===== config.mk =====
export PLATFORM = sky130hd
export DESIGN_NAME = positional_list_engine
export DESIGN_NICKNAME = d
export VERILOG_FILES = /design/src/design/ple_pkg.sv /design/src/design/ple_ram.sv /design/src/design/ple_ctrl.sv /design/src/design/ple_datapath.sv /design/src/design/positional_list_engine.sv
export SDC_FILE = /design/constraint.sdc
export NUM_CORES = 1
export LEC_CHECK = 0
export BUFFER_PORTS_ARGS = -buffer_cell sky130_fd_sc_hd__buf_2
export CORE_MARGIN = 5
export CORE_UTILIZATION = 40
export CTS_BUF_LIST = sky130_fd_sc_hd__clkbuf_8 sky130_fd_sc_hd__clkbuf_16
export CTS_CLUSTER_DIAMETER = 30
export DETAILED_ROUTE_END_ITERATION = 8
export SYNTH_ARGS = -nofsm -noshare
export SYNTH_HDL_FRONTEND = slang
export SYNTH_SLANG_ARGS = --single-unit

===== constraint.sdc =====
create_clock -name clk -period 6.31 [get_ports clk]
set_input_delay 0.9465 -clock clk [delete_from_list [all_inputs] [get_ports clk]]
set_output_delay 0.9465 -clock clk [all_outputs]
set_load 0.02 [all_outputs]

===== src/design/ple_pkg.sv =====
package ple_pkg;

    // Default list capacity.
    localparam int CAPACITY_DEF = 16;

    // Field widths of the request and result ports.
    localparam int REQ_W    = 3;
    localparam int POS_W    = 5;
    localparam int VAL_W    = 32;
    localparam int FOUND_W  = 4;
    localparam int STATUS_W = 2;
    localparam int LEN_W    = 5;

    // Request codes.
    localparam logic [REQ_W-1:0] REQ_INSERT   = 3'd0;
    localparam logic [REQ_W-1:0] REQ_APPEND   = 3'd1;
    localparam logic [REQ_W-1:0] REQ_REMOVE   = 3'd2;
    localparam logic [REQ_W-1:0] REQ_REM_TAIL = 3'd3;
    localparam logic [REQ_W-1:0] REQ_SEARCH   = 3'd4;
    localparam logic [REQ_W-1:0] REQ_READ     = 3'd5;

    // Result status codes.
    localparam logic [STATUS_W-1:0] STS_OK   = 2'd0;
    localparam logic [STATUS_W-1:0] STS_BAD  = 2'd1;
    localparam logic [STATUS_W-1:0] STS_FULL = 2'd2;
    localparam logic [STATUS_W-1:0] STS_MISS = 2'd3;

    typedef enum logic [3:0] {
        S_IDLE,
        S_DECODE,
        S_INS_RD,
        S_INS_WR,
        S_REM_CAP,
        S_REM_RD,
        S_REM_WR,
        S_SRCH_RD,
        S_SRCH_CMP,
        S_RD_CAP,
        S_FIN
    } state_t;

    typedef enum logic [2:0] {
        IDX_HOLD,
        IDX_CNT,
        IDX_POS,
        IDX_ZERO,
        IDX_INC,
        IDX_DEC
    } idx_op_t;

    typedef enum logic [1:0] {
        RA_POS,
        RA_IDX,
        RA_PREV,
        RA_NEXT
    } raddr_sel_t;

    typedef enum logic [2:0] {
        RES_HOLD,
        RES_CLEAR,
        RES_BAD,
        RES_FULL,
        RES_MISS,
        RES_OK,
        RES_FOUND,
        RES_DATA
    } res_op_t;

    // Commands from the controller to the datapath.
    typedef struct packed {
        logic       load;
        idx_op_t    idx_op;
        raddr_sel_t ra;
        logic       we;
        logic       wr_val;
        logic       cnt_inc;
        logic       cnt_dec;
        res_op_t    res_op;
        logic       emit;
    } cmd_t;

    // Status from the datapath to the controller.
    typedef struct packed {
        logic [REQ_W-1:0] req;
        logic             pos_le_cnt;
        logic             pos_lt_cnt;
        logic             full;
        logic             idx_gt_pos;
        logic             idx1_lt_cnt;
        logic             idx_lt_cnt;
        logic             match;
        logic             out_free;
    } stat_t;

endpackage


===== src/design/ple_ram.sv =====
module ple_ram #(
    parameter int WIDTH = 32,
    parameter int DEPTH = 16,
    localparam int AW = (DEPTH > 1) ? $clog2(DEPTH) : 1
) (
    input  logic             clk,
    input  logic             we,
    input  logic [AW-1:0]    waddr,
    input  logic [WIDTH-1:0] wdata,
    input  logic [AW-1:0]    raddr,
    output logic [WIDTH-1:0] rdata
);

    logic [WIDTH-1:0] mem [DEPTH];

    always_ff @(posedge clk)
    begin
        if (we)
        begin
            mem[waddr] <= wdata;
        end
        rdata <= mem[raddr];
    end

endmodule


===== src/design/ple_ctrl.sv =====
module ple_ctrl (
    input  logic           clk,
    input  logic           rst_n,
    input  logic           in_valid,
    output logic           in_stall,
    input  ple_pkg::stat_t stat,
    output ple_pkg::cmd_t  cmd
);

    import ple_pkg::*;

    state_t state_reg;
    state_t state_next;

    always_ff @(posedge clk or negedge rst_n)
    begin
        if (!rst_n)
        begin
            state_reg <= S_IDLE;
        end
        else
        begin
            state_reg <= state_next;
        end
    end

    // Next state.
    always_comb
    begin
        state_next = state_reg;
        case (state_reg)
            S_IDLE:
            begin
                if (in_valid)
                begin
                    state_next = S_DECODE;
                end
            end
            S_DECODE:
            begin
                if (stat.req inside {REQ_INSERT, REQ_APPEND})
                begin
                    state_next = (stat.pos_le_cnt && !stat.full) ? S_INS_RD : S_FIN;
                end
                else if (stat.req inside {REQ_REMOVE, REQ_REM_TAIL})
                begin
                    state_next = stat.pos_lt_cnt ? S_REM_CAP : S_FIN;
                end
                else if (stat.req == REQ_SEARCH)
                begin
                    state_next = S_SRCH_RD;
                end
                else if (stat.req == REQ_READ)
                begin
                    state_next = stat.pos_lt_cnt ? S_RD_CAP : S_FIN;
                end
                else
                begin
                    state_next = S_FIN;
                end
            end
            S_INS_RD:   state_next = stat.idx_gt_pos ? S_INS_WR : S_FIN;
            S_INS_WR:   state_next = S_INS_RD;
            S_REM_CAP:  state_next = S_REM_RD;
            S_REM_RD:   state_next = stat.idx1_lt_cnt ? S_REM_WR : S_FIN;
            S_REM_WR:   state_next = S_REM_RD;
            S_SRCH_RD:  state_next = stat.idx_lt_cnt ? S_SRCH_CMP : S_FIN;
            S_SRCH_CMP: state_next = stat.match ? S_FIN : S_SRCH_RD;
            S_RD_CAP:   state_next = S_FIN;
            S_FIN:
            begin
                if (stat.out_free)
                begin
                    state_next = S_IDLE;
                end
            end
            default:    state_next = S_IDLE;
        endcase
    end

    // Outputs.
    always_comb
    begin
        in_stall    = 1'b1;
        cmd.load    = 1'b0;
        cmd.idx_op  = IDX_HOLD;
        cmd.ra      = RA_IDX;
        cmd.we      = 1'b0;
        cmd.wr_val  = 1'b0;
        cmd.cnt_inc = 1'b0;
        cmd.cnt_dec = 1'b0;
        cmd.res_op  = RES_HOLD;
        cmd.emit    = 1'b0;
        case (state_reg)
            S_IDLE:
            begin
                in_stall = 1'b0;
                if (in_valid)
                begin
                    cmd.load   = 1'b1;
                    cmd.idx_op = IDX_CNT;
                    cmd.res_op = RES_CLEAR;
                end
            end
            S_DECODE:
            begin
                if (stat.req inside {REQ_INSERT, REQ_APPEND})
                begin
                    if (!stat.pos_le_cnt)
                    begin
                        cmd.res_op = RES_BAD;
                    end
                    else if (stat.full)
                    begin
                        cmd.res_op = RES_FULL;
                    end
                end
                else if (stat.req inside {REQ_REMOVE, REQ_REM_TAIL})
                begin
                    if (stat.pos_lt_cnt)
                    begin
                        cmd.idx_op = IDX_POS;
                        cmd.ra     = RA_POS;
                    end
                    else
                    begin
                        cmd.res_op = RES_BAD;
                    end
                end
                else if (stat.req == REQ_SEARCH)
                begin
                    cmd.idx_op = IDX_ZERO;
                end
                else if (stat.req == REQ_READ)
                begin
                    if (stat.pos_lt_cnt)
                    begin
                        cmd.ra = RA_POS;
                    end
                    else
                    begin
                        cmd.res_op = RES_BAD;
                    end
                end
                else
                begin
                    cmd.res_op = RES_BAD;
                end
            end
            S_INS_RD:
            begin
                if (stat.idx_gt_pos)
                begin
                    cmd.ra = RA_PREV;
                end
                else
                begin
                    cmd.we      = 1'b1;
                    cmd.wr_val  = 1'b1;
                    cmd.cnt_inc = 1'b1;
                    cmd.res_op  = RES_OK;
                end
            end
            S_INS_WR:
            begin
                cmd.we     = 1'b1;
                cmd.idx_op = IDX_DEC;
            end
            S_REM_CAP:
            begin
                cmd.res_op = RES_DATA;
            end
            S_REM_RD:
            begin
                if (stat.idx1_lt_cnt)
                begin
                    cmd.ra = RA_NEXT;
                end
                else
                begin
                    cmd.cnt_dec = 1'b1;
                end
            end
            S_REM_WR:
            begin
                cmd.we     = 1'b1;
                cmd.idx_op = IDX_INC;
            end
            S_SRCH_RD:
            begin
                if (stat.idx_lt_cnt)
                begin
                    cmd.ra = RA_IDX;
                end
                else
                begin
                    cmd.res_op = RES_MISS;
                end
            end
            S_SRCH_CMP:
            begin
                if (stat.match)
                begin
                    cmd.res_op = RES_FOUND;
                end
                else
                begin
                    cmd.idx_op = IDX_INC;
                end
            end
            S_RD_CAP:
            begin
                cmd.res_op = RES_DATA;
            end
            S_FIN:
            begin
                cmd.emit = stat.out_free;
            end
            default:
            begin
                in_stall = 1'b1;
            end
        endcase
    end

    // The entry store is only written while entries are being moved or placed.
    a_write_states: assert property (@(posedge clk) disable iff (!rst_n)
        cmd.we |-> (state_reg == S_INS_RD || state_reg == S_INS_WR ||
                    state_reg == S_REM_WR))
        else $error("entry write outside insert or remove");

    // An accepted request is always decoded in the following cycle.
    a_accept_decode: assert property (@(posedge clk) disable iff (!rst_n)
        (in_valid && !in_stall) |=> (state_reg == S_DECODE))
        else $error("accepted request not decoded");

    // A result is never pushed into an occupied, stalled output register.
    a_emit_free: assert property (@(posedge clk) disable iff (!rst_n)
        cmd.emit |-> stat.out_free)
        else $error("result emitted while output busy");

endmodule


===== src/design/ple_datapath.sv =====
module ple_datapath #(
    parameter int CAPACITY = ple_pkg::CAPACITY_DEF
) (
    input  logic                              clk,
    input  logic                              rst_n,
    input  ple_pkg::cmd_t                     cmd,
    output ple_pkg::stat_t                    stat,
    input  logic [ple_pkg::REQ_W-1:0]         req_type,
    input  logic [ple_pkg::POS_W-1:0]         position,
    input  logic signed [ple_pkg::VAL_W-1:0]  value,
    output logic                              out_valid,
    input  logic                              out_stall,
    output logic signed [ple_pkg::VAL_W-1:0]  data,
    output logic [ple_pkg::FOUND_W-1:0]       found_index,
    output logic [ple_pkg::STATUS_W-1:0]      status,
    output logic [ple_pkg::LEN_W-1:0]         length,
    output logic                              is_empty
);

    import ple_pkg::*;

    localparam int AW = (CAPACITY > 1) ? $clog2(CAPACITY) : 1;
    localparam int CW = $clog2(CAPACITY + 1);
    localparam int XW = (CW > POS_W) ? CW : POS_W;

    logic [CW-1:0]       count_reg;
    logic [CW-1:0]       count_next;
    logic [CW-1:0]       idx_reg;
    logic [CW-1:0]       idx_next;
    logic [REQ_W-1:0]    req_reg;
    logic [XW-1:0]       pos_reg;
    logic [VAL_W-1:0]    val_reg;
    logic [VAL_W-1:0]    res_data_reg;
    logic [FOUND_W-1:0]  res_found_reg;
    logic [STATUS_W-1:0] res_status_reg;
    logic                out_valid_reg;
    logic                out_valid_next;
    logic [VAL_W-1:0]    out_data_reg;
    logic [FOUND_W-1:0]  out_found_reg;
    logic [STATUS_W-1:0] out_status_reg;
    logic [CW-1:0]       out_count_reg;

    logic [XW-1:0]       cnt_ext;
    logic [XW-1:0]       idx_ext;
    logic [XW-1:0]       idx_plus1;
    logic [XW-1:0]       pos_load;
    logic [XW-1:0]       raddr_ext;
    logic [VAL_W-1:0]    rdata;
    logic [VAL_W-1:0]    wdata;

    assign cnt_ext   = XW'(count_reg);
    assign idx_ext   = XW'(idx_reg);
    assign idx_plus1 = idx_ext + XW'(1);

    // Append targets the tail; removing the tail of an empty list wraps to
    // an out-of-range position and so fails the range check.
    always_comb
    begin
        case (req_type)
            REQ_APPEND:   pos_load = cnt_ext;
            REQ_REM_TAIL: pos_load = cnt_ext - XW'(1);
            default:      pos_load = XW'(position);
        endcase
    end

    always_comb
    begin
        case (cmd.ra)
            RA_POS:  raddr_ext = pos_reg;
            RA_IDX:  raddr_ext = idx_ext;
            RA_PREV: raddr_ext = idx_ext - XW'(1);
            RA_NEXT: raddr_ext = idx_plus1;
            default: raddr_ext = idx_ext;
        endcase
    end

    assign wdata = cmd.wr_val ? val_reg : rdata;

    ple_ram #(
        .WIDTH (VAL_W),
        .DEPTH (CAPACITY)
    ) u_entries (
        .clk   (clk),
        .we    (cmd.we),
        .waddr (idx_ext[AW-1:0]),
        .wdata (wdata),
        .raddr (raddr_ext[AW-1:0]),
        .rdata (rdata)
    );

    always_comb
    begin
        count_next = count_reg;
        if (cmd.cnt_inc)
        begin
            count_next = count_reg + CW'(1);
        end
        else if (cmd.cnt_dec)
        begin
            count_next = count_reg - CW'(1);
        end
    end

    always_comb
    begin
        case (cmd.idx_op)
            IDX_CNT:  idx_next = count_reg;
            IDX_POS:  idx_next = pos_reg[CW-1:0];
            IDX_ZERO: idx_next = '0;
            IDX_INC:  idx_next = idx_reg + CW'(1);
            IDX_DEC:  idx_next = idx_reg - CW'(1);
            default:  idx_next = idx_reg;
        endcase
    end

    always_comb
    begin
        out_valid_next = out_valid_reg;
        if (cmd.emit)
        begin
            out_valid_next = 1'b1;
        end
        else if (!out_stall)
        begin
            out_valid_next = 1'b0;
        end
    end

    always_ff @(posedge clk or negedge rst_n)
    begin
        if (!rst_n)
        begin
            count_reg     <= '0;
            out_valid_reg <= 1'b0;
        end
        else
        begin
            count_reg     <= count_next;
            out_valid_reg <= out_valid_next;
        end
    end

    always_ff @(posedge clk)
    begin
        idx_reg <= idx_next;
        if (cmd.load)
        begin
            req_reg <= req_type;
            pos_reg <= pos_load;
            val_reg <= value;
        end
        case (cmd.res_op)
            RES_CLEAR:
            begin
                res_data_reg   <= '0;
                res_found_reg  <= '0;
                res_status_reg <= STS_BAD;
            end
            RES_BAD:   res_status_reg <= STS_BAD;
            RES_FULL:  res_status_reg <= STS_FULL;
            RES_MISS:  res_status_reg <= STS_MISS;
            RES_OK:    res_status_reg <= STS_OK;
            RES_FOUND:
            begin
                res_found_reg  <= idx_ext[FOUND_W-1:0];
                res_status_reg <= STS_OK;
            end
            RES_DATA:
            begin
                res_data_reg   <= rdata;
                res_status_reg <= STS_OK;
            end
            default:
            begin
                res_status_reg <= res_status_reg;
            end
        endcase
        if (cmd.emit)
        begin
            out_data_reg   <= res_data_reg;
            out_found_reg  <= res_found_reg;
            out_status_reg <= res_status_reg;
            out_count_reg  <= count_reg;
        end
    end

    assign stat.req         = req_reg;
    assign stat.pos_le_cnt  = (pos_reg <= cnt_ext);
    assign stat.pos_lt_cnt  = (pos_reg < cnt_ext);
    assign stat.full        = (cnt_ext >= XW'(CAPACITY));
    assign stat.idx_gt_pos  = (idx_ext > pos_reg);
    assign stat.idx1_lt_cnt = (idx_plus1 < cnt_ext);
    assign stat.idx_lt_cnt  = (idx_ext < cnt_ext);
    assign stat.match       = (rdata == val_reg);
    assign stat.out_free    = !out_valid_reg || !out_stall;

    logic [XW-1:0] out_count_ext;
    assign out_count_ext = XW'(out_count_reg);

    assign out_valid   = out_valid_reg;
    assign data        = out_data_reg;
    assign found_index = out_found_reg;
    assign status      = out_status_reg;
    assign length      = out_count_ext[LEN_W-1:0];
    assign is_empty    = (out_count_reg == '0);

    // The fill level never exceeds the capacity.
    a_count_cap: assert property (@(posedge clk) disable iff (!rst_n)
        count_reg <= CW'(CAPACITY))
        else $error("list length above capacity");

    // The fill level moves by at most one entry per request.
    a_count_step: assert property (@(posedge clk) disable iff (!rst_n)
        (count_reg != $past(count_reg)) |->
            (count_reg == $past(count_reg) + CW'(1) ||
             count_reg == $past(count_reg) - CW'(1)))
        else $error("list length jumped");

    // An insert never grows a full list.
    a_no_overfill: assert property (@(posedge clk) disable iff (!rst_n)
        cmd.cnt_inc |-> (count_reg < CW'(CAPACITY)))
        else $error("insert into full list");

endmodule


===== src/design/positional_list_engine.sv =====
// Ordered list of up to CAPACITY signed 32-bit values with positional insert
// and remove, tail append and remove, first-match search and indexed read.
// Each request returns exactly one result carrying the removed or read value,
// the matching position of a search, a status code (ok, bad position or
// empty, full, not found) and the length and emptiness after the request; a
// failed request leaves the list unchanged. Entries live in a single-port-
// write RAM with a registered read, and the controller moves one entry per
// pass through a read state and a write state, so latency depends on the
// request and the current length. A finished result also waits while the
// output register is still held by out_stall. One request is worked on at a
// time; the next is accepted as soon as the result has been loaded into the
// output register, even while that result still waits behind out_stall. No
// clearing pass is needed after reset.
module positional_list_engine #(
    parameter int CAPACITY = ple_pkg::CAPACITY_DEF
) (
    input  logic                              clk,
    input  logic                              rst_n,
    input  logic                              in_valid,
    output logic                              in_stall,
    input  logic [ple_pkg::REQ_W-1:0]         req_type,
    input  logic [ple_pkg::POS_W-1:0]         position,
    input  logic signed [ple_pkg::VAL_W-1:0]  value,
    output logic                              out_valid,
    input  logic                              out_stall,
    output logic signed [ple_pkg::VAL_W-1:0]  data,
    output logic [ple_pkg::FOUND_W-1:0]       found_index,
    output logic [ple_pkg::STATUS_W-1:0]      status,
    output logic [ple_pkg::LEN_W-1:0]         length,
    output logic                              is_empty
);

    import ple_pkg::*;

    // Command and status links between the sequencer and the datapath.
    cmd_t  cmd;
    stat_t stat;

    // The controller walks each request through decode, the entry moves, the
    // search scan or the read capture, and the hand-off of the result.
    ple_ctrl u_ctrl (
        .clk      (clk),
        .rst_n    (rst_n),
        .in_valid (in_valid),
        .in_stall (in_stall),
        .stat     (stat),
        .cmd      (cmd)
    );

    // The datapath holds the entry RAM, the length and loop index, the
    // captured request, the pending result and the output register.
    ple_datapath #(
        .CAPACITY (CAPACITY)
    ) u_datapath (
        .clk         (clk),
        .rst_n       (rst_n),
        .cmd         (cmd),
        .stat        (stat),
        .req_type    (req_type),
        .position    (position),
        .value       (value),
        .out_valid   (out_valid),
        .out_stall   (out_stall),
        .data        (data),
        .found_index (found_index),
        .status      (status),
        .length      (length),
        .is_empty    (is_empty)
    );

endmodule

# Word level (Yosys, flattened, before mapping)

Memory sizes are Yosys's and may differ from the RTL's. A register that Yosys moved wholly into a read port is not among the register bits.
Index checks and enable logic that the tools add are counted.

Memory bits (writable): 512
Output and inout port bits: 46
Logic and storage cells: 143
Memories kept: 1
Flip-flop bits (word level): 136
Bits of input ports: 44

Reductions and logical operators: 22
$lt $le $gt $ge: 6
Add/sub/neg operators: 4
Equality and inequality tests: 36
Mux-type cells: 60

Memories:

| memory                   | depth | bits a word | rd ports | clocked after Yosys merged registers in | wr ports | line          | source |
|---|---|---|---|---|---|---|---|
| u_datapath.u_entries.mem | 16    | 32          | 1        | 1                                       | 1        | ple_ram.sv:14 | `logic [WIDTH-1:0] mem [DEPTH];` |

Operators with widths:

| operator            | count |
|---|---|
| $pmux 32 s2         | 1 |
| $mux 4              | 13 |
| $pmux 4 s10         | 1 |
| $eq 32x32->1        | 1 |
| $mux 32             | 1 |
| $mux 3              | 10 |
| $pmux 5 s5          | 1 |
| $eq 3x3->1 const B  | 8 |
| $eq 3x2->1 const B  | 7 |
| $mux 2              | 10 |
| $mux 5              | 4 |
| $pmux 3 s6          | 1 |
| $eq 4x3->1 const B  | 4 |
| $pmux 4 s4          | 1 |
| $lt 5x5->1          | 3 |
| $pmux 3 s5          | 1 |
| $eq 3x1->1 const B  | 4 |
| $eq 4x4->1 const B  | 3 |
| $mux 1              | 11 |
| $add 5x1->5 const B | 2 |
| $pmux 5 s2          | 1 |
| $reduce_bool 2->1   | 5 |
| $sub 5x1->5 const B | 2 |
| $eq 4x2->1 const B  | 2 |
| 24 further kinds    | 31 |

# Longest topological paths before layout

Gate-level depths: netlist (run 1).

Depth in word-level cells: 10
Gate-level depth with buffers: 16
Gate-level depth less buffers: 13

# Hierarchy

A second synthesis (run 1) with hierarchy kept.

Cell total of the unflattened synthesis: 1370
Area, all modules: 26648.1 um^2

Modules (own cells, without submodules):

| module       | area an instance (um^2) | times used | cells each | sequential area each (um^2) |
|---|---|---|---|---|
| ple_ram      | 19835.3                 | 1          | 838        | 16015.4 |
| ple_datapath | 6158.4                  | 1          | 438        | 3933.8 |
| ple_ctrl     | 654.4                   | 1          | 94         | 100.1 |

# Worst setup path after synthesis (run 1)

No wires, ideal clock.

Path kind: register -> register
Start: reg u_ctrl.state_reg[2]
End: reg u_datapath.out_data_reg[0], in the netlist u_datapath.data[0], enable pin
Path buffers: 1
Arrival: 3.343 ns
Library setup time: 0.458 ns
Slack: 2.510 ns
Period minus slack after synthesis: 3.800 ns
Stages on the path, launching flop included: 5
Required time: 5.852 ns
Cell sequence: dfrtp_1 > clkbuf_1 > nand2b_1 > or3b_2 > a21oi_1

RTL lines:

| element                | line                | source |
|---|---|---|
| start, declared        | ple_ctrl.sv:12      | `state_t state_reg;` |
| start signal, assigned | ple_ctrl.sv:23      | `state_reg <= state_next;` |
| end signal, assigned   | ple_datapath.sv:180 | `out_data_reg <= res_data_reg;` |
| end, declared          | ple_datapath.sv:38  | `logic [VAL_W-1:0] out_data_reg;` |

# Worst setup path in the final report (run 1)

Start: reg u_datapath.idx_reg[0], in the netlist u_datapath.idx_ext[0]
End: reg u_datapath.u_entries.rdata[3], read port of u_datapath.u_entries.mem

Cells in the longest elaborated chain, start to end: 6
Elaborated cells between the ends (all ways): 12
Those cells by class: 2 x add/sub; 2 x order compare; 3 x eq/ne; 4 x mux; 1 x reduce/logical

Ends and longest elaborated chain:

| element                                  | line                | source |
|---|---|---|
| start, declared                          | ple_datapath.sv:28  | `logic [CW-1:0] idx_reg;` |
| start signal, assigned                   | ple_datapath.sv:145 | `idx_reg <= idx_next;` |
| $add 5x1->5                              | ple_datapath.sv:53  | `assign idx_plus1 = idx_ext + XW'(1);` |
| $lt 5x5->1                               | ple_datapath.sv:192 | `assign stat.idx1_lt_cnt = (idx_plus1 < cnt_ext);` |
| $mux 2                                   | ple_ctrl.sv:175     | `if (stat.idx1_lt_cnt)` |
| $pmux 2 s3                               | ple_ctrl.sv:94      | `case (state_reg)` |
| $eq 2x2->1, or another cell as far along | ple_datapath.sv:68  | `case (cmd.ra)` |
| $pmux 4 s4 (*)                           | ple_datapath.sv:68  |  |
| end, declared                            | ple_ram.sv:11       | `output logic [WIDTH-1:0] rdata` |

Every way passes the cells marked *; elsewhere a longest branch is shown, timed or not.
A chain may end at the register's enable or synchronous reset.

==> metrics, run 1 <==
outcome=complete, no violations; total detailed-routing wirelength=68200 um; number of cells in the finished layout apart from fillers=slightly below 3000; min Tclk post-route=4.64 ns; IO buf count=roughly 90; vias in the first global route=around 16000; number of remaining DRC errors=0; cells on worst reg2reg path=12; number of buffers added to fix hold violations after cts=0; post-placement cell count=around 2700; dpl hpwl=roughly 38000 um; top metal layer carrying routed signals=met4; Die Y-Extent=~270 um; clock buffer depth=3; Cells after Synth=between 1500 and 2000; Req. time, crit path=6.86 ns; Largest register FFs=512; Achievable Freq=~220 MHz; number of distinct library cells after synthesis=65; area share of the largest cell type after synthesis=0.694; total negative setup slack=0 ns; max-cap violations=0; maximum fanout encountered on the critical timing path=25; final total power=between 20000 and 25000 uW; clock edge transition at the registers on the reported setup and hold paths=about 0.050 ns; critical path class=flip-flop to flip-flop; Max VDD drop=between 0.4 and 0.5 mV; met2 wirelength from detailed routing=between 30000 and 40000 um; detailed-router iteration count before antenna repair=8; post-synthesis cell type with the largest combined area=edfxtp_1; arrival time of data at the critical path endpoint=5.19 ns; Commonest cells post-synth=edfxtp_1 (638), nand2_1 (251), o211ai_1 (130), mux2i_1 (129), mux2_2 (80); final clock period utilization by the worst path=0.735; critical register-to-register path startpoint=u_datapath.idx_ext[0]; final routed wire length divided by cell count=between 20 and 25 um; clock latency of the later-clocked register in the worst-skew pair=~0.70 ns; layout overhead on the synthesized area=22.3%; Rows=96; count of endpoints failing hold in the final timing report=0; Slew @ Worst Pin=approximately 1.1 ns; post-CTS setup-driven buffer insertion count=0; clock buffer count from CTS=around 130; CTS H-Tree Depth=4; worst clock skew=about 0.024 ns; setup repair after global routing missed its margin=no; placer's final routability congestion estimate=around 0.86; FILL cells=approximately 5700; worst slew margin relative to its limit=0.263; antenna violation net count after detailed routing=0; global-route wire length before repair=101000 um; Post-Syn Area per Cell=between 15 and 20 um2; crit path launch type=flip-flop; area taken by multi-input logic gates=between 7000 and 8000 um2; Remaining Overflow, GRT=0; tightest hold margin=about 0.13 ns; crit end category=flip-flop; Final Slew Violations=0; most common flop cell mapped by yosys=edfxtp_1; net count of the mapped netlist=1822; largest net degree at the start of global routing=97; layout net count=between 1500 and 2000; fraction of synthesis flops using an asynchronous set or reset pin=0.0147; cell types occupying the most area after synthesis=edfxtp_1 (69%), mux2i_1 (4.7%), o211ai_1 (3.5%); critical path launch point=u_datapath.idx_ext[0]; Iter 0 DRT Violations=approximately 1400; fraction of layout instances using a drive strength above 1=0.230; Post-Syn Area=about 28000 um2; Sinks on Clock Net=slightly below 700; area of the core=between 60000 and 70000 um2; areal power density over the cells=608 nW/um2; clock tree from TritonCTS=yes; Setup Viol. Count Final=0; area enclosed by the die boundary=between 70000 and 80000 um2; area taken by flip-flops and latches=between 20000 and 25000 um2; Leak=0.0120 uW; Seq/Total Area, Yosys=0.726; die span in x=273 um; number of enable-type register cells in the synthesized netlist=638; post-cts resize count=0; ports placed on the boundary=90; Post-Route M1 WL=between 20000 and 30000 um; antenna violations before repair=1; via-per-instance ratio=roughly 5.3; most instantiated library cell after synthesis=edfxtp_1; Total GRT Usage=0.183; Clock Root Buffer=clkbuf_16; via count=15500; Largest Register=u_datapath.u_entries.mem; class of the worst hold path=input pin to async pin; DR WL met3=between 4000 and 5000 um; Warnings, synthesis=0; initial standard-cell utilization of the core=0.403; number of synthesized register bits=680
-- per-layer routing --
metal,vias to the layer above,GRT usage
met2,546,0.292
met4,0,0.0584
li1,7082,-
met3,97,0.0412
met5,-,0
met1,7821,0.253
-- stage by stage --
step	util	worst slack (ns)	cell area, um2
3_3_place_gp	0.426	1.97	29100
4_1_cts	0.493	1.72	33800
3_5_place_dp	0.426	1.74	29100
5_1_grt	0.493	1.40	33800
2_1_floorplan	-	2.51	27600
6_report	0.493	1.67	33800
-- layout by cell type (no fill, tap or decap), types with 7 or more instances in the layout --
| cell type | instances |
|---|---|
| a221oi_1 | 7 |
| clkbuf_8 | 16 |
| clkinvlp_4 | 10 |
| inv_1 | 37 |
| nand2_1 | 251 |
| nand4_1 | 42 |
| and2_2 | 16 |
| mux2_1 | 48 |
| nor3_1 | 10 |
| mux2_2 | 80 |
| buf_12 | 7 |
| inv_6 | 10 |
| clkinv_1 | 7 |
| mux2i_1 | 129 |
| nor4_1 | 7 |
| buf_2 | 89 |
| dfrtp_1 | 10 |
| buf_4 | 31 |
| ha_1 | 25 |
| bufinv_16 | 18 |
| o211ai_1 | 130 |
| clkbuf_16 | 131 |
| xnor2_1 | 45 |
| and2_1 | 34 |
| dfxtp_1 | 32 |
| o21ai_0 | 18 |
| nand3_1 | 8 |
| nor2_1 | 28 |
| a21oi_1 | 10 |
| clkinv_2 | 17 |
| edfxtp_1 | 638 |
-- power by group --
part           switching, uW  total [uW]  internal [uW]
logic                   4190        6370           2170
registers                426        7070           6650
clock network           2330        7080           4750
total                   6950       20500          13600
-- area by class of cell --
cell class / instances / area share
Sequential cell: 680 / 0.594
Antenna cell: 1 / 0.0000741
Inverter: 21 / 0.00233
Clock inverter: 95 / 0.0334
Clock buffer: 147 / 0.104
Multi-Input combinational cell: 961 / 0.210
Tap cell: 882 / 0.0327
Timing Repair Buffer: 127 / 0.0242
-- worst max-delay path: stages (launching register included) --
cell	delay (ns)
edfxtp_1	0.61
inv_1	0.23
ha_1	0.41
ha_1	0.30
o211a_1	0.19
a211oi_1	0.10
nor2_1	0.30
nand2_2	0.19
o311ai_4	0.93
buf_4	0.53
mux2_2	0.39
o211ai_1	0.19
nand4_1	0.12
-- cells by family after synthesis --
group,after synthesis,share of synthesized area
adder cells (fa/ha/maj),25,0.0113
buffers and inverters,112,0.0200
AND/OR/NAND/NOR,435,0.0736
flip-flops,680,0.726
multiplexers,257,0.0990
AO/OA/AOI/OAI,197,0.0549
XOR/XNOR,47,0.0149
-- final timing paths --
kind / endpoint / slack [ns]
max: u_datapath.u_entries.rdata[3] / 1.67
min: u_datapath.cnt_ext[3] / 0.13
max in group asynchronous: u_ctrl.state_reg[2] / 5.95
min in group clk: u_datapath.data[10] / 0.41
max reg2reg: u_datapath.u_entries.rdata[3] / 1.67
min reg2reg: u_datapath.data[10] / 0.41
Power figures use the tool's default switching activity.
==> run 2, diff against run 1 <==
clock period = 4.5 ns   (was 6.31 ns; I/O delays follow)
==> run 2 against run 1 <==
Net effect:
- combinational power increased by 45%
- first-iteration DRC count is 5.9% lower
- worst setup slack worse by 1.3 ns
- sequential cell count did not move
- global-route usage down 0.099 points
- non-clock buffer count up 13
- wire length fell by 0.50%
- total power increased by 44%
- register-to-register slack worse by 1.3 ns
- critical path depth up 2
- largest cell class unchanged
==> metrics, run 2 (synthesis results as in run 1) <==
delay of the slowest cell on the worst path=0.60 ns (-0.33 ns); global-route wire length before repair=101000 um (-0.74%); startpoint of the worst hold path=value[3]; Largest Register=u_datapath.u_entries.mem; post-placement cell count=2683 (+0.45%); die span in x=273 um (unchanged); critical path class=flip-flop to flip-flop; switching portion of total power=0.339 (about the same); class of the worst hold path=input pin to flip-flop; Total GRT Usage=0.182 (-0.000987); top library cells by usage in the layout, fill and taps aside=edfxtp_1 (638), nand2_1 (251), clkbuf_16 (141); Remaining Overflow, GRT=0 (unchanged); worst clock skew=0.0334 ns (+0.00930 ns); ports placed on the boundary=90 (unchanged); area enclosed by the die boundary=74400 um2 (unchanged); number of remaining DRC errors=0 (unchanged); critical path's slowest cell=edfxtp_1; Die Y-Extent=273 um (unchanged); detailed-router iteration count before antenna repair=5 (-3); via-per-instance ratio=5.28 (-1.1%); via count=15500 (-0.039%); Antenna Diode Count=0 (-1); Max VDD drop=0.543 mV (+32%); Rows=96 (unchanged); largest net degree at the start of global routing=55 (-43%); sequential group share of total power=0.336 (-0.009); Slew @ Worst Pin=1.14 ns (+0.0303 ns); register-to-register setup slack=0.38 ns (-1.29 ns); cell-internal power=19500 uW (+44%); count of endpoints failing hold in the final timing report=0 (unchanged); Setup Viol. Count Final=0 (unchanged); Leak=0.0122 uW (+1.9%); cell-by-cell trace of the critical path=ha_1 -> nand3_1 -> xnor2_1 -> ha_1 -> a211o_1 -> a211oi_1 -> nor2_1 -> nand2_2 -> o311ai_4 -> buf_4 -> buf_4 -> mux2_2 -> o211ai_1 -> nand4_1; clock latency of the later-clocked register in the worst-skew pair=0.71 ns (about the same); Worst Hold Endpoint=u_datapath.val_reg[3]; critical register-to-register path startpoint=u_datapath.idx_ext[0]; initial standard-cell utilization of the core=0.403 (unchanged); arrival time of data at the critical path endpoint=4.67 ns (-0.52 ns); Sinks on Clock Net=680 (unchanged); crit end category=flip-flop; layout overhead on the synthesized area=24.5%; setup repair after global routing missed its margin=no; IO buf count=89 (unchanged); dpl hpwl=37900 um (-0.39%); final total power=29500 uW (+44%); critical path launch point=u_datapath.idx_ext[0]; fraction of layout instances using a drive strength above 1=0.242 (+0.0116); CTS H-Tree Depth=4 (unchanged); family with the most delay on the worst path=simple AND/OR/NAND/NOR gates; clock tree from TritonCTS=yes; cells on worst reg2reg path=14 (+2); maximum fanout encountered on the critical timing path=24 (-4.0%); reported net switching power=9990 uW (+44%); leading cell type in the layout, fill and taps excluded=edfxtp_1; clock network fraction of total power=0.352 (+0.007); Worst Hold Path Cells=1; worst slew margin relative to its limit=0.242 (-0.0202); antenna violation net count after detailed routing=0 (unchanged); clock buffer depth=3 (unchanged); post-CTS setup-driven buffer insertion count=0 (unchanged); tightest hold margin=0.144 ns (+0.0111 ns); Req. time, crit path=5.06 ns (-1.80 ns); Final Slew Violations=0 (unchanged); FILL cells=5667 (-0.071%); areal power density over the cells=858 nW/um2 (+41%); total negative setup slack=0 ns (unchanged); layout net count=2013 (+1.1%); placer's final routability congestion estimate=0.848 (-1.2%); crit path launch type=flip-flop; Largest register FFs=512 (unchanged); total detailed-routing wirelength=67900 um (-0.50%); final routed wire length divided by cell count=23.1 um (-1.5%); Iter 0 DRT Violations=1356 (-5.9%); min Tclk post-route=4.12 ns (-0.521 ns); Clock Root Buffer=clkbuf_16; clock buffer count from CTS=140 (+6.9%); outcome=complete, no violations; r2r endpoint=u_datapath.u_entries.rdata[3]; Achievable Freq=243 MHz (+13%); clock edge transition at the registers on the reported setup and hold paths=0.05 ns (about the same); vias in the first global route=15600 (-0.71%); combinational share of power=0.312 (+0.002); max-cap violations=0 (unchanged); antenna violations before repair=3 (+2); area of the core=68500 um2 (unchanged); number of cells in the finished layout apart from fillers=2944 (+1.0%); buffers and inverters on the worst path=2 (unchanged); final clock period utilization by the worst path=0.915 (+0.180)
==> run 2: worst max path at each step <==
stage                                         end  slack [ns]  depth (start not counted)
CTS                 u_datapath.u_entries.rdata[3]        0.38                         13
floorplan                      u_datapath.data[0]        0.70                          4
finish              u_datapath.u_entries.rdata[3]        0.38                         14
detailed placement  u_datapath.u_entries.rdata[3]        0.39                         13
global placement    u_datapath.u_entries.rdata[6]        0.56                         14
global route        u_datapath.u_entries.rdata[3]        0.13                         14
==> run 2: layer usage <==
metal,global-route usage,share of wire,up-vias
met5,0,0,-
met4,0.0654,0.024,0
met3,0.0458,0.063,113
met2,0.284,0.47,466
met1,0.250,0.45,7805
li1,-,-,7156
==> run 2: timing repair <==
action | in CTS | in global routing
hold buffers | 1 | 0
resized for setup | 0 | 0
hold endpoints to repair | 10 | 0
==> run 2: per-stage QoR <==
| stage | cell area [um2] | utilization | setup WS [ns] |
|---|---|---|---|
| floorplan | 27600 | - | 0.700 |
| global placement | 29400 | 0.430 | 0.565 |
| detailed placement | 29400 | 0.430 | 0.393 |
| CTS | 34400 | 0.502 | 0.384 |
| global route | 34400 | 0.502 | 0.132 |
| finish | 34400 | 0.502 | 0.382 |
==> run 2: worst register-to-register path: cells and delay by family (launching register included) <==
| kind | cells | cell delay (ns) |
|---|---|---|
| muxes | 1 | 0.39 |
| adders and majority gates | 2 | 0.65 |
| and+or+nand+nor | 4 | 0.78 |
| xor gates and xnor gates | 1 | 0.22 |
| AOI/OAI and AO/OA | 4 | 0.66 |
| buffers and inverters | 2 | 0.69 |
| DFF | 1 | 0.60 |
==> run 2: final cells by class <==
class | instances | area, um2 | area share
clock inverter | 117 | 1350 | 0.0393
timing repair buffer | 140 | 1130 | 0.0329
clock buffer | 143 | 3560 | 0.103
multi-input combinational | 961 | 7090 | 0.206
inverter | 21 | 78.8 | 0.00229
tap | 882 | 1100 | 0.0321
sequential | 680 | 20000 | 0.583
==> run 2: power by group through the flow <==
stage,Combinational (uW),Sequential [uW],Clock [uW]
after floorplan,6390,9800,0
after global placement,9070,9970,0
after detailed placement,9230,10000,0
after CTS,9290,9900,10600
after global routing,10000,9990,10900
final,9210,9890,10400
